[src/sv/spq_pkg.sv]
// Shared types, codes and constants of the sorted priority queue.
`timescale 1ns / 1ps
`default_nettype none

package spq_pkg;

    // Default number of entries the queue can hold.
    localparam int DEPTH_DEF = 64;

    // Field widths of the item and result.
    localparam int PRI_W   = 32;
    localparam int ID_W    = 32;
    localparam int KEY_W   = PRI_W + ID_W;
    localparam int COUNT_W = 7;
    localparam int STAT_W  = 2;

    // Action codes of an input item.
    localparam logic ACT_INSERT  = 1'b0;
    localparam logic ACT_DEQUEUE = 1'b1;

    // Result status codes.
    localparam logic [STAT_W-1:0] ST_DONE  = 2'd0;
    localparam logic [STAT_W-1:0] ST_FULL  = 2'd1;
    localparam logic [STAT_W-1:0] ST_EMPTY = 2'd2;

    // One input item.
    typedef struct packed {
        logic             action;
        logic [PRI_W-1:0] new_priority;
        logic [ID_W-1:0]  new_id;
    } item_t;

    // One result item.
    typedef struct packed {
        logic [STAT_W-1:0]  status;
        logic [PRI_W-1:0]   out_priority;
        logic [ID_W-1:0]    out_id;
        logic [COUNT_W-1:0] entry_count;
        logic               is_empty;
    } result_t;

    // Commands from the controller to the datapath.
    typedef struct packed {
        logic              load_item;
        logic              idx_dec;
        logic              idx_inc;
        logic              idx_clear;
        logic              rd_below;
        logic              rd_above;
        logic              rd_first;
        logic              wr_new;
        logic              wr_shift;
        logic              cnt_inc;
        logic              cnt_dec;
        logic              capture_out;
        logic              load_result;
        logic [STAT_W-1:0] res_status;
    } cmd_t;

    // Status from the datapath to the controller.
    typedef struct packed {
        logic action;
        logic full;
        logic empty;
        logic idx_zero;
        logic new_less;
        logic shift_done;
    } sts_t;

endpackage : spq_pkg

`default_nettype wire

[src/sv/spq_ram.sv]
// Generic single write port, single read port RAM with registered read data.
`timescale 1ns / 1ps
`default_nettype none

module spq_ram #(
    parameter int WIDTH = 64,
    parameter int DEPTH = 64
) (
    input  wire logic                     aclk,
    input  wire logic                     we,
    input  wire logic [$clog2(DEPTH)-1:0] waddr,
    input  wire logic [WIDTH-1:0]         wdata,
    input  wire logic                     re,
    input  wire logic [$clog2(DEPTH)-1:0] raddr,
    output logic      [WIDTH-1:0]         rdata
);

    logic [WIDTH-1:0] mem_reg [DEPTH];
    logic [WIDTH-1:0] rdata_reg;

    // Write port.
    always_ff @(posedge aclk) begin
        if (we) begin
            mem_reg[waddr] <= wdata;
        end
    end

    // Registered read port.
    always_ff @(posedge aclk) begin
        if (re) begin
            rdata_reg <= mem_reg[raddr];
        end
    end

    assign rdata = rdata_reg;

endmodule : spq_ram

`default_nettype wire

[src/sv/spq_datapath.sv]
// Datapath of the queue: entry memory, insert position index, count and result register.
`timescale 1ns / 1ps
`default_nettype none

module spq_datapath
    import spq_pkg::*;
#(
    parameter int DEPTH = DEPTH_DEF
) (
    input  wire logic    aclk,
    input  wire logic    aresetn,
    input  wire item_t   s_item,
    input  wire cmd_t    cmd,
    output sts_t         sts,
    output result_t      m_item
);

    localparam int AW    = $clog2(DEPTH);
    localparam int CNT_W = $clog2(DEPTH + 1);

    item_t            item_reg;
    logic [CNT_W-1:0] idx_reg, idx_next;
    logic [CNT_W-1:0] cnt_reg, cnt_next;
    logic [PRI_W-1:0] deq_pri_reg;
    logic [ID_W-1:0]  deq_id_reg;
    result_t          m_item_reg;

    logic             ram_we;
    logic [AW-1:0]    ram_waddr;
    logic [KEY_W-1:0] ram_wdata;
    logic             ram_re;
    logic [AW-1:0]    ram_raddr;
    logic [KEY_W-1:0] ram_rdata;
    logic [KEY_W-1:0] new_key;
    logic [CNT_W:0]   idx_plus;

    assign new_key  = {item_reg.new_priority, item_reg.new_id};
    assign idx_plus = {1'b0, idx_reg} + {{CNT_W{1'b0}}, 1'b1};

    // Entry memory: one key per slot, priority in the upper half.
    spq_ram #(
        .WIDTH (KEY_W),
        .DEPTH (DEPTH)
    ) u_ram (
        .aclk  (aclk),
        .we    (ram_we),
        .waddr (ram_waddr),
        .wdata (ram_wdata),
        .re    (ram_re),
        .raddr (ram_raddr),
        .rdata (ram_rdata)
    );

    // Memory address and data selection.
    always_comb begin
        ram_re    = cmd.rd_below | cmd.rd_above | cmd.rd_first;
        ram_raddr = '0;
        if (cmd.rd_below) begin
            ram_raddr = AW'(idx_reg - {{(CNT_W-1){1'b0}}, 1'b1});
        end else if (cmd.rd_above) begin
            ram_raddr = AW'(idx_plus);
        end
        ram_we    = cmd.wr_new | cmd.wr_shift;
        ram_waddr = AW'(idx_reg);
        ram_wdata = cmd.wr_new ? new_key : ram_rdata;
    end

    // Status toward the controller.
    always_comb begin
        sts.action     = item_reg.action;
        sts.full       = (cnt_reg >= CNT_W'(DEPTH));
        sts.empty      = (cnt_reg == '0);
        sts.idx_zero   = (idx_reg == '0);
        sts.new_less   = (new_key < ram_rdata);
        sts.shift_done = (idx_plus >= {1'b0, cnt_reg});
    end

    // Index and count updates.
    always_comb begin
        idx_next = idx_reg;
        if (cmd.load_item) begin
            idx_next = cnt_reg;
        end else if (cmd.idx_clear) begin
            idx_next = '0;
        end else if (cmd.idx_dec) begin
            idx_next = idx_reg - {{(CNT_W-1){1'b0}}, 1'b1};
        end else if (cmd.idx_inc) begin
            idx_next = CNT_W'(idx_plus);
        end
        cnt_next = cnt_reg;
        if (cmd.cnt_inc) begin
            cnt_next = cnt_reg + {{(CNT_W-1){1'b0}}, 1'b1};
        end else if (cmd.cnt_dec) begin
            cnt_next = cnt_reg - {{(CNT_W-1){1'b0}}, 1'b1};
        end
    end

    // Stored entry count.
    always_ff @(posedge aclk) begin
        if (!aresetn) begin
            cnt_reg <= '0;
        end else begin
            cnt_reg <= cnt_next;
        end
    end

    // Working registers of the item in progress.
    always_ff @(posedge aclk) begin
        idx_reg <= idx_next;
        if (cmd.load_item) begin
            item_reg    <= s_item;
            deq_pri_reg <= '0;
            deq_id_reg  <= '0;
        end else if (cmd.capture_out) begin
            deq_pri_reg <= ram_rdata[KEY_W-1:ID_W];
            deq_id_reg  <= ram_rdata[ID_W-1:0];
        end
    end

    // Result register.
    always_ff @(posedge aclk) begin
        if (cmd.load_result) begin
            m_item_reg.status       <= cmd.res_status;
            m_item_reg.out_priority <= deq_pri_reg;
            m_item_reg.out_id       <= deq_id_reg;
            m_item_reg.entry_count  <= COUNT_W'(cnt_reg);
            m_item_reg.is_empty     <= (cnt_reg == '0);
        end
    end

    assign m_item = m_item_reg;

`ifndef SYNTHESIS
    // The count never goes past the capacity.
    a_cnt_range: assert property (@(posedge aclk) disable iff (!aresetn)
        cnt_reg <= CNT_W'(DEPTH))
        else $error("entry count above capacity");

    // Every memory write lands inside the array.
    a_wr_range: assert property (@(posedge aclk) disable iff (!aresetn)
        ram_we |-> (idx_reg < CNT_W'(DEPTH)))
        else $error("memory write out of range");

    // An insert moves entries only while the queue has room.
    a_shift_room: assert property (@(posedge aclk) disable iff (!aresetn)
        ram_we |-> (cnt_reg < CNT_W'(DEPTH) || cmd.wr_shift && item_reg.action == ACT_DEQUEUE))
        else $error("memory write while queue full");

    // Count changes by at most one entry per item completion step.
    a_cnt_step: assert property (@(posedge aclk) disable iff (!aresetn)
        !(cmd.cnt_inc && cmd.cnt_dec))
        else $error("count incremented and decremented together");
`endif

endmodule : spq_datapath

`default_nettype wire

[src/sv/spq_ctrl.sv]
// Controller state machine that sequences inserts and dequeues over the entry memory.
`timescale 1ns / 1ps
`default_nettype none

module spq_ctrl
    import spq_pkg::*;
(
    input  wire logic aclk,
    input  wire logic aresetn,
    input  wire logic s_valid,
    output logic      s_ready,
    output logic      m_valid,
    input  wire logic m_ready,
    input  wire sts_t sts,
    output cmd_t      cmd
);

    localparam logic [2:0] S_IDLE     = 3'd0;
    localparam logic [2:0] S_DECIDE   = 3'd1;
    localparam logic [2:0] S_INS_CMP  = 3'd2;
    localparam logic [2:0] S_DEQ_CAP  = 3'd3;
    localparam logic [2:0] S_DEQ_STEP = 3'd4;
    localparam logic [2:0] S_DEQ_MOVE = 3'd5;
    localparam logic [2:0] S_FINISH   = 3'd6;

    logic [2:0]        state_reg, state_next;
    logic [STAT_W-1:0] status_reg, status_next;
    logic              m_valid_reg, m_valid_next;

    assign s_ready = (state_reg == S_IDLE) && aresetn;
    assign m_valid = m_valid_reg;

    // Next state and command decode.
    always_comb begin
        state_next     = state_reg;
        status_next    = status_reg;
        m_valid_next   = m_valid_reg & ~m_ready;
        cmd            = '0;
        cmd.res_status = status_reg;
        case (state_reg)
            S_IDLE: begin
                if (s_valid && s_ready) begin
                    cmd.load_item = 1'b1;
                    status_next   = ST_DONE;
                    state_next    = S_DECIDE;
                end
            end
            S_DECIDE: begin
                if (sts.action == ACT_INSERT) begin
                    if (sts.full) begin
                        status_next = ST_FULL;
                        state_next  = S_FINISH;
                    end else if (sts.idx_zero) begin
                        cmd.wr_new  = 1'b1;
                        cmd.cnt_inc = 1'b1;
                        state_next  = S_FINISH;
                    end else begin
                        cmd.rd_below = 1'b1;
                        state_next   = S_INS_CMP;
                    end
                end else begin
                    if (sts.empty) begin
                        status_next = ST_EMPTY;
                        state_next  = S_FINISH;
                    end else begin
                        cmd.rd_first = 1'b1;
                        state_next   = S_DEQ_CAP;
                    end
                end
            end
            S_INS_CMP: begin
                // Move a larger entry up one slot, or drop the new entry in.
                if (sts.new_less) begin
                    cmd.wr_shift = 1'b1;
                    cmd.idx_dec  = 1'b1;
                    state_next   = S_DECIDE;
                end else begin
                    cmd.wr_new  = 1'b1;
                    cmd.cnt_inc = 1'b1;
                    state_next  = S_FINISH;
                end
            end
            S_DEQ_CAP: begin
                cmd.capture_out = 1'b1;
                cmd.idx_clear   = 1'b1;
                state_next      = S_DEQ_STEP;
            end
            S_DEQ_STEP: begin
                if (sts.shift_done) begin
                    cmd.cnt_dec = 1'b1;
                    state_next  = S_FINISH;
                end else begin
                    cmd.rd_above = 1'b1;
                    state_next   = S_DEQ_MOVE;
                end
            end
            S_DEQ_MOVE: begin
                cmd.wr_shift = 1'b1;
                cmd.idx_inc  = 1'b1;
                state_next   = S_DEQ_STEP;
            end
            S_FINISH: begin
                // Hand the result over once the output register is free.
                if (!m_valid_reg || m_ready) begin
                    cmd.load_result = 1'b1;
                    m_valid_next    = 1'b1;
                    state_next      = S_IDLE;
                end
            end
            default: begin
                state_next = S_IDLE;
            end
        endcase
    end

    // Control registers.
    always_ff @(posedge aclk) begin
        if (!aresetn) begin
            state_reg   <= S_IDLE;
            status_reg  <= ST_DONE;
            m_valid_reg <= 1'b0;
        end else begin
            state_reg   <= state_next;
            status_reg  <= status_next;
            m_valid_reg <= m_valid_next;
        end
    end

`ifndef SYNTHESIS
    // A waiting result is never overwritten.
    a_no_overwrite: assert property (@(posedge aclk) disable iff (!aresetn)
        cmd.load_result |-> (!m_valid_reg || m_ready))
        else $error("result register overwritten");

    // Loading a result always returns the controller to idle.
    a_result_idle: assert property (@(posedge aclk) disable iff (!aresetn)
        cmd.load_result |=> (state_reg == S_IDLE && m_valid_reg))
        else $error("result load did not end the item");

    // A new item is taken only when idle.
    a_load_idle: assert property (@(posedge aclk) disable iff (!aresetn)
        cmd.load_item |-> (state_reg == S_IDLE))
        else $error("item loaded while busy");
`endif

endmodule : spq_ctrl

`default_nettype wire

[src/sv/sorted_priority_queue.sv]
// Top level of the sorted priority queue: controller, datapath and result handshake.
//
// Usage: the input channel (s_valid, s_ready, s_item) takes one item, either an
// insert of a (priority, id) entry or a dequeue of the smallest entry. Entries
// are held in ascending order of priority, then id; equal keys keep arrival order.
// Each item gives exactly one result on the output channel (m_valid, m_ready,
// m_item) with a status, the dequeued entry (zero otherwise), the count and an
// empty flag. A full queue refuses an insert, an empty one refuses a dequeue.
// Timing: items are worked one at a time on a memory with one read and one
// write port and a registered read. An insert walks down from the top entry,
// moving each entry greater than the new key up one slot, then writes the new
// key into the free slot; a dequeue reads the first slot, then moves each
// remaining entry down one slot. Refused items go straight to the result. The
// next item can be accepted in the cycle after the result is loaded; no item
// is taken while another is still being worked.
// Reset (aresetn low at a clock edge) empties the queue at once; no clearing
// pass is needed, and s_ready stays low while reset is held. The finished
// result sits in an output register, so the next item is accepted while it
// waits; if the receiver stalls, the following item holds at its last step
// until the register is free.
`timescale 1ns / 1ps
`default_nettype none

module sorted_priority_queue
    import spq_pkg::*;
#(
    parameter int DEPTH = DEPTH_DEF
) (
    input  wire logic    aclk,
    input  wire logic    aresetn,
    input  wire logic    s_valid,
    output logic         s_ready,
    input  wire item_t   s_item,
    output logic         m_valid,
    input  wire logic    m_ready,
    output result_t      m_item
);

    cmd_t cmd;
    sts_t sts;

    // Sequencer.
    spq_ctrl u_ctrl (
        .aclk    (aclk),
        .aresetn (aresetn),
        .s_valid (s_valid),
        .s_ready (s_ready),
        .m_valid (m_valid),
        .m_ready (m_ready),
        .sts     (sts),
        .cmd     (cmd)
    );

    // Entry storage and result formation.
    spq_datapath #(
        .DEPTH (DEPTH)
    ) u_datapath (
        .aclk    (aclk),
        .aresetn (aresetn),
        .s_item  (s_item),
        .cmd     (cmd),
        .sts     (sts),
        .m_item  (m_item)
    );

endmodule : sorted_priority_queue

`default_nettype wire

[config.mk]
export PLATFORM = sky130hd
export DESIGN_NAME = sorted_priority_queue
export DESIGN_NICKNAME = d
export VERILOG_FILES = /design/src/sv/spq_pkg.sv /design/src/sv/spq_ram.sv /design/src/sv/spq_datapath.sv /design/src/sv/spq_ctrl.sv /design/src/sv/sorted_priority_queue.sv
export SDC_FILE = /design/constraint.sdc
export NUM_CORES = 2
export LEC_CHECK = 0
export BUFFER_PORTS_ARGS = -buffer_cell sky130_fd_sc_hd__buf_2
export CAP_MARGIN = 15
export CORE_MARGIN = 5
export CORE_UTILIZATION = 50
export DETAILED_ROUTE_END_ITERATION = 8
export PLACE_DENSITY = 0.68
export SYNTH_ARGS = -nofsm -noshare
export SYNTH_HDL_FRONTEND = slang
export SYNTH_SLANG_ARGS = --single-unit
export TNS_END_PERCENT = 10
[constraint.sdc]
create_clock -name aclk -period 6.3 [get_ports aclk]
set_clock_uncertainty 0.1 [all_clocks]
set_input_delay 0.63 -clock aclk [delete_from_list [all_inputs] [get_ports aclk]]
set_output_delay 0.63 -clock aclk [all_outputs]
set_load 0.005 [all_outputs]
==> out/metrics.csv <==
metric;value;unit
sequential area share after synthesis;0.773;
antenna violations before repair;20;
DR pass1 iterations;9;
Syn Nets;9358;
final number of setup-violating endpoints;0;
vias;98600;
Synth Area in XOR/XNOR;0.000569;
nets;9928;
post-synthesis mux area share;0.111;
CTS max path bufs;4;
Post-DP Area;0.179;sq mm
Core ar.;0.337;sq mm
number of antenna-violating nets in the routed design;0;
fin crit share;0.955;
# port buffers;144;
clock tree root driver cell;clkbuf_16;
Max Slew Vio Count;0;
max reg flops;4096;
global placement routability congestion;0.921;
post-route cell area;0.194;sq mm
Slew HR;0.134;
worst path cell trace;ha_1 > xor2_1 > ha_1 > a211oi_1 > o21ai_1 > a2111oi_4 > buf_4 > a31oi_4 > buf_4 > buf_4 > a2111oi_0 > a211oi_1 > o2bb2a_1;
die width;592;microns
Initial Util;0.502;
total die area;0.350;sq mm
CTS tree;built;
FF-to-FF Start;u_datapath.idx_reg[0]$_DFFE_PP_;
GRT overflow;0;
asr flop ratio synth;0;
crit-path max FO;21;
Cell variety after synth;75;
Iter 0 DRT Violations;17600;
Req. time, crit path;6900;ps
Warnings, synthesis;0;
Worst-path clk slew;70;ps
RSZ-0062 raised after global routing;no;
area growth from synthesis to final layout;14.6;%
Slew @ Worst Pin;1300;ps
Hold Path Sink;u_ctrl.state_reg[2]$_SDFFE_PN0P_;
setup TNS;0;ps
run status;complete, but fails checks;
ys flop type;edfxtp_1;
depth of the CTS H-tree;5;
post-synthesis compound-gate area fraction;0.0483;
Sequential Area;0.131;sq mm
Multi-input gate area;0.0363;sq mm
Max Fclk;166;MHz
failing checks;DRC;
WL/cell;37.5;microns
dpl hpwl;302;mm
Top Ports;145;
worst skew pair latency;1000;ps
CP Capture Type;register;
adder-cell share of the synthesized area;0.00581;
Routed WL;549;mm
layout cells sized above 1;0.200;
largest net degree at the start of global routing;121;
min-delay worst type;in -> reg;
sinks on the clock net;4383;
Mapped Avg Cell Area;18.4;sq um
cells after synthesis;9211;
CTS buffer count;420;
r2r setup slk;290;ps
CP delay by family, top;compound AO/OA/AOI/OAI gates;
GRT Overall Usage;0.308;
CP peak stage delay;990;ps
Critical Path Stages;13;
Critical R2R Capture;u_datapath.u_ram.rdata[37]$_DFFE_PP_;
Final Hold Viols;0;
Max IR drop VDD;316;uV
vias in the first global route;94300;
Tot Pwr;87.2;mW
Leakage;62.4;nW
Core Rows;213;
CP max-delay cell;a2111oi_0;
Post-synth EDFFs;4306;
Post-CTS Setup Repair Bufs;0;
start point of the worst hold path;m_ready;
Die H;592;microns
first-pass GRT wire length;752;mm
largest family of logic cells by synthesized area;multiplexers;
Synth Register Bits;4383;
CP bufs+invs;3;
hold depth;4;
Most Frequent Cell on Critical Path;buf_4;
crit path kind;reg -> reg;
R2R depth;13;
max-cap violations;0;
vias per cell;6.73;
# fillers;24600;
pwr/cell area;450;mW/mm^2
Tmin final;6010;ps
Simple-Gate Fraction of Synth Area;0.0448;
Worst Path Arrival;6610;ps
Syn Std Cell Area;0.169;sq mm
startpoint types;register;
drt drc;5;
metal layers:
layer  vias up  wire length, microns  GRT usage
li1      38100                     -          -
met1     50500                188000      0.413
met2      8229                242000      0.458
met3      1737                 78500     0.0846
met4        12                 40700      0.180
met5         -                    71          0
what timing repair did:
action                    in CTS  in global routing
hold buffers                  66                  0
hold endpoints to repair      72                  0
gates resized for setup        0                  0
worst min-delay path, stage by stage:
cell     delay, ps
buf_2           80
nor2b_1        180
nand2_1        130
o22ai_1         70
worst max-delay path by stage:
stage                                          start                              endpoint  slack (ps)
floorplan           u_ctrl.state_reg[2]$_SDFFE_PN0P_   u_datapath.u_ram.rdata[0]$_DFFE_PP_         320
global placement     u_datapath.idx_reg[0]$_DFFE_PP_  u_datapath.u_ram.rdata[58]$_DFFE_PP_         590
detailed placement   u_datapath.idx_reg[0]$_DFFE_PP_   u_datapath.u_ram.rdata[3]$_DFFE_PP_         530
CTS                  u_datapath.idx_reg[0]$_DFFE_PP_  u_datapath.u_ram.rdata[48]$_DFFE_PP_         530
global route         u_datapath.idx_reg[0]$_DFFE_PP_   u_datapath.u_ram.rdata[3]$_DFFE_PP_         120
finish               u_datapath.idx_reg[0]$_DFFE_PP_  u_datapath.u_ram.rdata[37]$_DFFE_PP_         290
synth_stat cells (77+ instances only):
master / n / area [sq um]
buf_2: 197 / 986
clkbuf_1: 242 / 908
o22ai_1: 126 / 788
a21oi_1: 472 / 2360
mux2i_1: 417 / 4170
nor2_1: 134 / 503
edfxtp_1: 4306 / 129000
a22oi_1: 157 / 1180
nand3_1: 246 / 1230
dfxtp_1: 77 / 1540
nand2_1: 1226 / 4600
mux4_2: 614 / 13800
ha_1: 77 / 963
inv_1: 77 / 289
cell type report:
cell class / count / area share
Timing Repair Buffer: 679 / 0.0351
Antenna cell: 13 / 0.000168
Clock buffer: 501 / 0.0575
Inverter: 77 / 0.00149
Multi-Input combinational cell: 4220 / 0.187
Tap cell: 4515 / 0.0291
Sequential cell: 4383 / 0.675
Clock inverter: 272 / 0.0142
placed cells by master (no fill, tap or decap), types with 48 or more instances in the layout:
cell and n:
clkbuf_1 60, buf_4 316, clkbuf_16 431, nand2_1 1220, clkinv_1 95, dfxtp_1 77, ha_1 77, a22oi_1 157
nand3_1 246, edfxtp_1 4306, bufinv_16 51, mux2i_1 417, o21ai_0 48, o22ai_1 124, dlygate4sd3_1 66, nor2_1 63
o221ai_1 65, buf_2 146, inv_1 77, mux4_2 614, nor4_1 69, a21oi_1 466, a31oi_1 52, nor2_4 72
a2111oi_0 64, buf_12 150, mux2_2 64, clkinv_2 93
where the power goes:
part           internal [mW]  switching, mW  total (mW)  leakage [nW]
clock network           14.7           10.9        25.6          6.82
registers               38.3           1.46        39.7          39.4
logic                   6.76           15.1        21.8          16.2
logic make-up (layout without fill, tap and decap cells):
group,after synthesis,in the layout
xor+xnor,11,11
fa+ha+maj,78,78
other cells,0,13
mux,1095,1095
simple gates,1806,1806
flops,4383,4383
buf+inv,608,1529
compound gates,1230,1230
stage by stage:
step / setup WS, ps / instances / utilization / hold slack [ps]
final: 286 / 14700 / 0.575 / 111
after floorplan: 323 / 9211 / - / 303
after global routing: 122 / 14600 / 0.575 / 103
after detailed placement: 533 / 13800 / 0.531 / 317
after global placement: 594 / 13800 / 0.531 / 315
after CTS: 528 / 14600 / 0.575 / 52.4
No activity file was read; power rests on OpenSTA's default activity.
